`config.mk`:
```
export PLATFORM = sky130hd
export DESIGN_NAME = fullwidth_to_halfwidth_sjis_core_flat
export DESIGN_NICKNAME = d
export VERILOG_FILES = /design/src/rtl/fwhw_pkg.sv /design/src/rtl/fwhw_if.sv /design/src/rtl/fwhw_in_reg.sv /design/src/rtl/fwhw_decode.sv /design/src/rtl/fwhw_out_reg.sv /design/src/rtl/fullwidth_to_halfwidth_sjis_core.sv /design/src/flat_wrapper.sv
export VERILOG_INCLUDE_DIRS = /design/src /design/src/rtl
export SDC_FILE = /design/constraint.sdc
export NUM_CORES = 1
export LEC_CHECK = 0
export ABC_CLOCK_PERIOD_IN_PS = 4400
export BUFFER_PORTS_ARGS = -buffer_cell sky130_fd_sc_hd__clkbuf_2
export CORE_AREA = 2 2 98 100
export DETAILED_ROUTE_END_ITERATION = 12
export DIE_AREA = 0 0 100 102
export PLACE_DENSITY_LB_ADDON = 0.15
export SLEW_MARGIN = 10
export SYNTH_ARGS = -nofsm -noshare
export SYNTH_HDL_FRONTEND = slang
export SYNTH_SLANG_ARGS = --single-unit
export TNS_END_PERCENT = 1
```
`constraint.sdc`:
```
create_clock -name clk_i -period 4.4 [get_ports clk_i]
set_input_delay 0.66 -clock clk_i [delete_from_list [all_inputs] [get_ports clk_i]]
set_output_delay 0.66 -clock clk_i [all_outputs]
set_load 0.02 [all_outputs]
```
`src/rtl/fullwidth_to_halfwidth_sjis_core_assert.svh`:
```
// ----------------------------------------------------------------------------
// Assertion macros for the full-width to half-width converter
// Concurrent checks on the rising clock edge, off while reset is held.
// ----------------------------------------------------------------------------
`ifndef FULLWIDTH_TO_HALFWIDTH_SJIS_CORE_ASSERT_SVH
`define FULLWIDTH_TO_HALFWIDTH_SJIS_CORE_ASSERT_SVH

// same-cycle implication
`define FWHW_ASSERT_IMP(lbl, clk, rst_n, ante, cons) \
  lbl: assert property (@(posedge clk) disable iff (!rst_n) (ante) |-> (cons)) \
    else $error("fwhw assertion failed: same-cycle check");

// next-cycle implication
`define FWHW_ASSERT_NXT(lbl, clk, rst_n, ante, cons) \
  lbl: assert property (@(posedge clk) disable iff (!rst_n) (ante) |=> (cons)) \
    else $error("fwhw assertion failed: next-cycle check");

`endif

```
`src/rtl/fwhw_pkg.sv`:
```
// ----------------------------------------------------------------------------
// fwhw_pkg
// Types, constants and byte mapping functions of the Shift-JIS converter.
// ----------------------------------------------------------------------------
package fwhw_pkg;

  localparam int unsigned ByteW  = 8;
  localparam int unsigned CountW = 16;

  localparam logic [CountW-1:0] MaxOutReset = 16'd255;

  localparam logic [ByteW-1:0] LeadAlpha = 8'h82;
  localparam logic [ByteW-1:0] LeadPunct = 8'h81;
  localparam logic [ByteW-1:0] LowerOfs  = 8'h20;
  localparam logic [ByteW-1:0] UpperOfs  = 8'h1f;

  typedef enum logic [1:0] {
    LEAD_NONE  = 2'd0,
    LEAD_82    = 2'd1,
    LEAD_81    = 2'd2,
    LEAD_OTHER = 2'd3
  } lead_e;

  typedef struct packed {
    logic [ByteW-1:0] in_byte;
    logic             in_last;
  } item_t;

  typedef struct packed {
    logic              out_valid;
    logic [ByteW-1:0]  out_byte;
    logic [CountW-1:0] out_count;
    logic              out_done;
  } result_t;

  typedef struct packed {
    lead_e             lead;
    logic [CountW-1:0] count;
    logic              full;
  } conv_state_t;

  function automatic logic is_lead(input logic [ByteW-1:0] b);
    return ((b >= 8'h81) && (b <= 8'h9f)) || ((b >= 8'he0) && (b <= 8'hfc));
  endfunction

  function automatic logic [ByteW-1:0] map_82(input logic [ByteW-1:0] t);
    logic [ByteW-1:0] m;
    m = '0;
    if ((t >= 8'h81) && (t <= 8'h9a)) begin
      m = t - LowerOfs;
    end else if ((t >= 8'h60) && (t <= 8'h79)) begin
      m = t - UpperOfs;
    end else if ((t >= 8'h4f) && (t <= 8'h58)) begin
      m = t - UpperOfs;
    end
    return m;
  endfunction

  function automatic logic [ByteW-1:0] map_81(input logic [ByteW-1:0] t);
    logic [ByteW-1:0] m;
    case (t)
      8'h69, 8'h6f: m = 8'h28;
      8'h6a, 8'h70: m = 8'h29;
      8'h7e, 8'h96: m = 8'h2a;
      8'h5e, 8'h80: m = 8'h2f;
      8'h7b:        m = 8'h2b;
      8'h7c:        m = 8'h2d;
      8'h81:        m = 8'h3d;
      8'h94:        m = 8'h23;
      8'h41, 8'h43: m = 8'h2c;
      8'h42, 8'h44: m = 8'h2e;
      default:      m = '0;
    endcase
    return m;
  endfunction

endpackage

```
`src/rtl/fwhw_if.sv`:
```
// ----------------------------------------------------------------------------
// fwhw channel interfaces
// Input byte channel, result channel and configuration write channel.
// ----------------------------------------------------------------------------
interface fwhw_in_if
  import fwhw_pkg::*;
();
  logic             valid;
  logic             ready;
  logic [ByteW-1:0] in_byte;
  logic             in_last;

  modport source (output valid, output in_byte, output in_last, input ready);
  modport sink   (input valid, input in_byte, input in_last, output ready);
endinterface

interface fwhw_out_if
  import fwhw_pkg::*;
();
  logic              valid;
  logic              ready;
  logic              out_valid;
  logic [ByteW-1:0]  out_byte;
  logic [CountW-1:0] out_count;
  logic              out_done;

  modport source (output valid, output out_valid, output out_byte, output out_count,
                  output out_done, input ready);
  modport sink   (input valid, input out_valid, input out_byte, input out_count,
                  input out_done, output ready);
endinterface

interface fwhw_cfg_if
  import fwhw_pkg::*;
();
  logic              valid;
  logic              ready;
  logic [CountW-1:0] data;

  modport source (output valid, output data, input ready);
  modport sink   (input valid, input data, output ready);
endinterface

```
`src/rtl/fwhw_in_reg.sv`:
```
// ----------------------------------------------------------------------------
// fwhw_in_reg
// Input register: captures one byte item, releases it when the next stage advances.
// ----------------------------------------------------------------------------
module fwhw_in_reg
  import fwhw_pkg::*;
(
  input  logic        clk_i,
  input  logic        rst_ni,
  fwhw_in_if.sink     in_i,
  input  logic        advance_i,
  output logic        valid_o,
  output item_t       item_o
);

  logic  valid_q;
  item_t item_q;

  assign in_i.ready = !valid_q || advance_i;

  always_ff @(posedge clk_i or negedge rst_ni) begin
    if (!rst_ni) begin
      valid_q <= 1'b0;
    end else if (in_i.ready) begin
      valid_q <= in_i.valid;
    end
  end

  always_ff @(posedge clk_i) begin
    if (in_i.valid && in_i.ready) begin
      item_q <= '{in_byte: in_i.in_byte, in_last: in_i.in_last};
    end
  end

  assign valid_o = valid_q;
  assign item_o  = item_q;

endmodule

```
`src/rtl/fwhw_decode.sv`:
```
// ----------------------------------------------------------------------------
// fwhw_decode
// Per-byte decode: lead tracking, trail mapping, capacity count and limit.
// ----------------------------------------------------------------------------
module fwhw_decode
  import fwhw_pkg::*;
(
  input  item_t             item_i,
  input  conv_state_t       state_i,
  input  logic [CountW-1:0] max_out_i,
  output result_t           result_o,
  output conv_state_t       state_o
);

  logic              full;
  logic              emit;
  logic [ByteW-1:0]  mapped;
  logic [ByteW-1:0]  ob;
  lead_e             lead_n;
  logic [CountW-1:0] count_n;
  logic              full_n;

  always_comb begin
    full    = state_i.full || (state_i.count >= max_out_i);
    emit    = 1'b0;
    ob      = '0;
    mapped  = '0;
    lead_n  = state_i.lead;
    count_n = state_i.count;
    full_n  = full;

    if (!full) begin
      if (state_i.lead != LEAD_NONE) begin
        case (state_i.lead)
          LEAD_82: mapped = map_82(item_i.in_byte);
          LEAD_81: mapped = map_81(item_i.in_byte);
          default: mapped = '0;
        endcase
        lead_n = LEAD_NONE;
        if (mapped != '0) begin
          emit = 1'b1;
          ob   = mapped;
        end
      end else if (is_lead(item_i.in_byte)) begin
        if (item_i.in_byte == LeadAlpha) begin
          lead_n = LEAD_82;
        end else if (item_i.in_byte == LeadPunct) begin
          lead_n = LEAD_81;
        end else begin
          lead_n = LEAD_OTHER;
        end
      end else begin
        emit = 1'b1;
        ob   = item_i.in_byte;
      end

      if (emit) begin
        count_n = state_i.count + 16'd1;
        if (count_n >= max_out_i) begin
          full_n = 1'b1;
          lead_n = LEAD_NONE;
        end
      end
    end

    result_o = '{out_valid: emit, out_byte: ob, out_count: count_n,
                 out_done: item_i.in_last};

    if (item_i.in_last) begin
      state_o = '{lead: LEAD_NONE, count: '0, full: 1'b0};
    end else begin
      state_o = '{lead: lead_n, count: count_n, full: full_n};
    end
  end

endmodule

```
`src/rtl/fwhw_out_reg.sv`:
```
// ----------------------------------------------------------------------------
// fwhw_out_reg
// Result register: holds one result item until the sink takes it.
// ----------------------------------------------------------------------------
module fwhw_out_reg
  import fwhw_pkg::*;
(
  input  logic        clk_i,
  input  logic        rst_ni,
  input  logic        load_i,
  input  result_t     result_i,
  output logic        busy_o,
  fwhw_out_if.source  out_o
);

  logic    valid_q;
  result_t result_q;

  always_ff @(posedge clk_i or negedge rst_ni) begin
    if (!rst_ni) begin
      valid_q <= 1'b0;
    end else if (load_i) begin
      valid_q <= 1'b1;
    end else if (out_o.ready) begin
      valid_q <= 1'b0;
    end
  end

  always_ff @(posedge clk_i) begin
    if (load_i) begin
      result_q <= result_i;
    end
  end

  assign busy_o          = valid_q && !out_o.ready;
  assign out_o.valid     = valid_q;
  assign out_o.out_valid = result_q.out_valid;
  assign out_o.out_byte  = result_q.out_byte;
  assign out_o.out_count = result_q.out_count;
  assign out_o.out_done  = result_q.out_done;

endmodule

```
`src/rtl/fullwidth_to_halfwidth_sjis_core.sv`:
```
// Path: an accepted byte item is held in the input register, then loaded into the result register once that is free.
// Throughput: 1 byte item per cycle while the result sink does not stall; each byte gives exactly one result item.
// The pending-lead, count and full state updates as an item moves to the result register.
// Reset (rst_ni low, asynchronous): state cleared, both stages empty, max_out set to 255.
// ----------------------------------------------------------------------------
// fullwidth_to_halfwidth_sjis_core
// Shift-JIS full-width to half-width ASCII converter, one byte per item.
// ----------------------------------------------------------------------------
`include "fullwidth_to_halfwidth_sjis_core_assert.svh"

module fullwidth_to_halfwidth_sjis_core
  import fwhw_pkg::*;
(
  input  logic        clk_i,
  input  logic        rst_ni,
  fwhw_cfg_if.sink    cfg_i,
  fwhw_in_if.sink     in_i,
  fwhw_out_if.source  out_o
);

  logic              in_valid;
  item_t             in_item;
  logic              out_busy;
  logic              advance;
  result_t           result;
  conv_state_t       state_q;
  conv_state_t       state_d;
  logic [CountW-1:0] max_out_q;

  assign cfg_i.ready = 1'b1;

  always_ff @(posedge clk_i or negedge rst_ni) begin
    if (!rst_ni) begin
      max_out_q <= MaxOutReset;
    end else if (cfg_i.valid) begin
      max_out_q <= cfg_i.data;
    end
  end

  assign advance = in_valid && !out_busy;

  fwhw_in_reg u_in_reg (
    .clk_i     (clk_i),
    .rst_ni    (rst_ni),
    .in_i      (in_i),
    .advance_i (advance),
    .valid_o   (in_valid),
    .item_o    (in_item)
  );

  fwhw_decode u_decode (
    .item_i    (in_item),
    .state_i   (state_q),
    .max_out_i (max_out_q),
    .result_o  (result),
    .state_o   (state_d)
  );

  always_ff @(posedge clk_i or negedge rst_ni) begin
    if (!rst_ni) begin
      state_q <= '{lead: LEAD_NONE, count: '0, full: 1'b0};
    end else if (advance) begin
      state_q <= state_d;
    end
  end

  fwhw_out_reg u_out_reg (
    .clk_i    (clk_i),
    .rst_ni   (rst_ni),
    .load_i   (advance),
    .result_i (result),
    .busy_o   (out_busy),
    .out_o    (out_o)
  );

  `FWHW_ASSERT_NXT(a_last_clears_state, clk_i, rst_ni, advance && in_item.in_last,
                   (state_q.count == '0) && (state_q.lead == LEAD_NONE) && !state_q.full)
  `FWHW_ASSERT_NXT(a_accept_fills_input, clk_i, rst_ni, in_i.valid && in_i.ready, in_valid)
  `FWHW_ASSERT_IMP(a_emit_has_count, clk_i, rst_ni, out_o.valid && out_o.out_valid,
                   out_o.out_count != '0)
  `FWHW_ASSERT_IMP(a_silent_byte_zero, clk_i, rst_ni, advance && !result.out_valid,
                   (result.out_byte == '0) && (result.out_count == state_q.count))

endmodule
```
`src/flat_wrapper.sv`:
```
// flat-port wrapper written by rule: the top's interface ports become plain ports
module fullwidth_to_halfwidth_sjis_core_flat import fwhw_pkg::*;
  (clk_i, rst_ni, cfg_i_valid, cfg_i_data, cfg_i_ready, in_i_valid, in_i_in_byte, in_i_in_last, in_i_ready, out_o_valid, out_o_out_valid, out_o_out_byte, out_o_out_count, out_o_out_done, out_o_ready);
  fwhw_cfg_if cfg_i_i ();
  fwhw_in_if in_i_i ();
  fwhw_out_if out_o_i ();
  input  logic clk_i;
  input  logic rst_ni;
  input wire logic [$bits(cfg_i_i.valid)-1:0] cfg_i_valid;
  input wire logic [$bits(cfg_i_i.data)-1:0] cfg_i_data;
  output wire logic [$bits(cfg_i_i.ready)-1:0] cfg_i_ready;
  input wire logic [$bits(in_i_i.valid)-1:0] in_i_valid;
  input wire logic [$bits(in_i_i.in_byte)-1:0] in_i_in_byte;
  input wire logic [$bits(in_i_i.in_last)-1:0] in_i_in_last;
  output wire logic [$bits(in_i_i.ready)-1:0] in_i_ready;
  output wire logic [$bits(out_o_i.valid)-1:0] out_o_valid;
  output wire logic [$bits(out_o_i.out_valid)-1:0] out_o_out_valid;
  output wire logic [$bits(out_o_i.out_byte)-1:0] out_o_out_byte;
  output wire logic [$bits(out_o_i.out_count)-1:0] out_o_out_count;
  output wire logic [$bits(out_o_i.out_done)-1:0] out_o_out_done;
  input wire logic [$bits(out_o_i.ready)-1:0] out_o_ready;
  assign cfg_i_i.valid = cfg_i_valid;
  assign cfg_i_i.data = cfg_i_data;
  assign cfg_i_ready = cfg_i_i.ready;
  assign in_i_i.valid = in_i_valid;
  assign in_i_i.in_byte = in_i_in_byte;
  assign in_i_i.in_last = in_i_in_last;
  assign in_i_ready = in_i_i.ready;
  assign out_o_valid = out_o_i.valid;
  assign out_o_out_valid = out_o_i.out_valid;
  assign out_o_out_byte = out_o_i.out_byte;
  assign out_o_out_count = out_o_i.out_count;
  assign out_o_out_done = out_o_i.out_done;
  assign out_o_i.ready = out_o_ready;
  fullwidth_to_halfwidth_sjis_core u_core (.clk_i(clk_i), .rst_ni(rst_ni), .cfg_i(cfg_i_i), .in_i(in_i_i), .out_o(out_o_i));
endmodule
```
==> impl_metrics.env <==
export IMPL_viasPerCell=6.036
export IMPL_antenna_found_initial=0
export IMPL_clkTransAtPathRegs_ps=80
export IMPL_ys_flop_type="edfxtp_1"
export IMPL_wl_per_cell_um=16.18
export IMPL_cp_start_kind="flip-flop"
export IMPL_die_area_um2=10200
export IMPL_hold_buffers=0
export IMPL_fmax_mhz=261.1
export IMPL_drive_above_1_share_pct=16.52
export IMPL_synth_area_top_cells="edfxtp_1 (21%), dfrtp_1 (14%), ha_1 (11%), xnor2_1 (5.4%), dfstp_2 (4.2%)"
export IMPL_design_area_um2=5493
export IMPL_worstPathCellList="ha_1 -> nand3_1 -> nor4_1 -> buf_4 -> nand3_1 -> nor4_1 -> xnor2_1 -> ha_1 -> nand4_1 -> a2111oi_0 -> a2111oi_0 -> a21oi_1 -> o31ai_1"
export IMPL_yosysTopAreaCell="edfxtp_1"
export IMPL_p_leak_nw=2.364
export IMPL_fillers=783
export IMPL_worstPathArrival_ps=4070
export IMPL_ioPinCount=59
export IMPL_synth_seq_cells=72
export IMPL_cp_required_ps=4640
export IMPL_yosys_warnings=0
export IMPL_vias=4141
export IMPL_min_period_ps=3830
export IMPL_first_pass_iters=5
export IMPL_rsz0062_at_grt="false"
export IMPL_die_w_um=100
export IMPL_cp_top_family="compound AO/OA/AOI/OAI gates"
export IMPL_cts_sinks=72
export IMPL_grt_pass1_wl_mm=18.95
export IMPL_core_um2=9109
export IMPL_ys_types=66
export IMPL_fin_tns_setup_ps=0
export IMPL_cts_tree="built"
export IMPL_io_buffers=57
export IMPL_critPathCaptureType="flip-flop"
export IMPL_relSlewSlack_pct=35.69
export IMPL_critPathSlowestCell="a2111oi_0"
export IMPL_syn_area_per_cell_um2=9.446
export IMPL_grt_overflow=0
export IMPL_clock_path_buffers=2
export IMPL_grt_pass1_vias=3924
export IMPL_clock_root_buffer="clkbuf_8"
export IMPL_syn_instance_count=531
export IMPL_cp_max_fo=6
export IMPL_syn_num_nets=605
export IMPL_dr_first_iter_drc_count=294
export IMPL_syn_area_um2=5016
export IMPL_fin_crit_sh_pct=87.05
export IMPL_outcome="complete, no violations"
export IMPL_critPathKind="reg -> reg"
export IMPL_clkLatencyLatePin_ps=350
export IMPL_synth_edff_count=35
export IMPL_setup_viol=0
export IMPL_clock_skew_ps=11.80
export IMPL_hold_viol=0
export IMPL_synth_top_area_share_pct=20.95
export IMPL_routed_wl_mm=11.10
export IMPL_synth_common_cells="nand2_1 (50), ha_1 (44), inv_1 (41), edfxtp_1 (35), xnor2_1 (31)"
export IMPL_async_flop_share_pct=51.39
export IMPL_place_gp_congestion=0.9277
export IMPL_grt_max_degree=48
export IMPL_power_mw=2.457
export IMPL_htreeDepth=3
export IMPL_max_cap_viol_count=0
export IMPL_dieHeight_um=102
export IMPL_place_area_um2=5328
export IMPL_core_rowCount=35
export IMPL_yosysSeqAreaShare_pct=39.61
export IMPL_antenna_cells=0
export IMPL_ant_nets=0
export IMPL_path_buf_inv=1
export IMPL_hpwlAfterDp_mm=7.863
export IMPL_hp_class="in -> async"
export IMPL_final_nets=644
export IMPL_syn_to_final_growth_pct=9.504
export IMPL_drv_slew=0
export IMPL_slowest_delay_ps=690
export IMPL_synth_most_common_cell="nand2_1"
export IMPL_max_slew_worst_pin_slew_ps=964.6
export IMPL_initial_utilization_pct=55.07
export IMPL_post_cts_resized=0
export IMPL_postCtsSetupBuffers=0
export IMPL_track_usage_pct=23.19
export IMPL_cts_buffers=9
export IMPL_drc=0
export IMPL_power_density_nw_per_um2=447.3
export IMPL_ir_drop_mv=0.2732
export IMPL_worst_hold_slack_ps=454.5
-- state kept, by name (all words and copies together) (netlist names) --
| signal | flops |
|---|---|
| u_core.u_in_reg.valid_o | 1 |
| u_core.u_in_reg.item_o | 9 |
| u_core.u_out_reg.out_o.out_valid | 1 |
| u_core.state_q | 19 |
| u_core.u_out_reg.out_o.out_count | 16 |
| u_core.u_out_reg.out_o.valid | 1 |
| u_core.max_out_q | 16 |
| u_core.u_out_reg.out_o.out_byte | 8 |
| u_core.u_out_reg.out_o.out_done | 1 |
-- layout by cell type, fill, tap and decap left out, types with 13 or more instances in the layout --
| master | n |
|---|---|
| clkbuf_2 | 57 |
| nand2_1 | 50 |
| ha_1 | 44 |
| inv_1 | 41 |
| edfxtp_1 | 35 |
| xnor2_1 | 31 |
| nor2_1 | 29 |
| dfrtp_1 | 29 |
| o21ai_0 | 27 |
| a21oi_1 | 18 |
| nand4_1 | 13 |
-- power breakdown --
group | leakage (nW) | switching (mW) | total (mW) | internal (mW)
sequential | 0.784 | 0.131 | 1.00 | 0.869
clock | 0.0793 | 0.250 | 0.454 | 0.204
combinational | 1.50 | 0.613 | 1.00 | 0.390
total | 2.36 | 0.995 | 2.46 | 1.46
-- per-stage QoR --
step / cells / utilization, % / worst slack [ps]
global placement: 670 / 58.49 / 768.2
CTS: 686 / 60.30 / 604.1
finish: 686 / 60.30 / 569.9
detailed placement: 670 / 58.49 / 588.8
global route: 686 / 60.30 / 215.0
floorplan: 531 / - / 942.7
-- final timing paths --
kind | cells after the start | slack, ps | to | startpoint
max | 13 | 570 | u_core.state_q[17]$_DFFE_PN0P_ | u_core.state_q[2]$_DFFE_PN0P_
min | 1 | 450 | u_core.max_out_q[8]$_DFFE_PN0P_ | rst_ni
max reg2reg | 13 | 570 | u_core.state_q[17]$_DFFE_PN0P_ | u_core.state_q[2]$_DFFE_PN0P_
min reg2reg | 1 | 500 | u_core.u_out_reg.out_o.valid$_DFFE_PN0P_ | u_core.u_in_reg.valid_o$_DFFE_PN0N_
max in group asynchronous | 1 | 3350 | u_core.state_q[0]$_DFFE_PN0P_ | rst_ni
min in group clk_i | 1 | 490 | u_core.u_in_reg.item_o[3]$_DFFE_PP_ | in_i_in_byte[2]
-- area by class of cell --
type	instances	area [µm²]	area share, %
timing repair buffer	63	330.3	6.014
inverter	41	153.9	2.802
clock inverter	5	33.78	0.6150
sequential	72	1987	36.17
tap	111	138.9	2.528
clock buffer	11	131.4	2.392
multi-input combinational	383	2718	49.48
-- per-layer routing --
layer | part of all wire, % | track usage [%] | up-vias
met5 | 0 | 0 | -
met4 | 0.94 | 5.796 | 0
met3 | 6.1 | 4.446 | 12
met2 | 46 | 36.69 | 139
met1 | 47 | 33.19 | 1966
li1 | - | - | 2024
-- logic make-up (layout without fill, tap and decap cells) --
| family | count (synthesis) | in the layout | synth area share (%) |
|---|---|---|---|
| AOI/OAI and AO/OA | 136 | 136 | 19.43 |
| xor gates and xnor gates | 33 | 33 | 5.762 |
| adders and majority gates | 44 | 44 | 10.98 |
| buffers and inverters | 76 | 120 | 6.360 |
| DFF | 72 | 72 | 39.61 |
| muxes | 6 | 6 | 1.272 |
| other | 1 | 1 | 0.07476 |
| and+or+nand+nor | 163 | 163 | 16.51 |
Power figures use the tool's default switching activity.
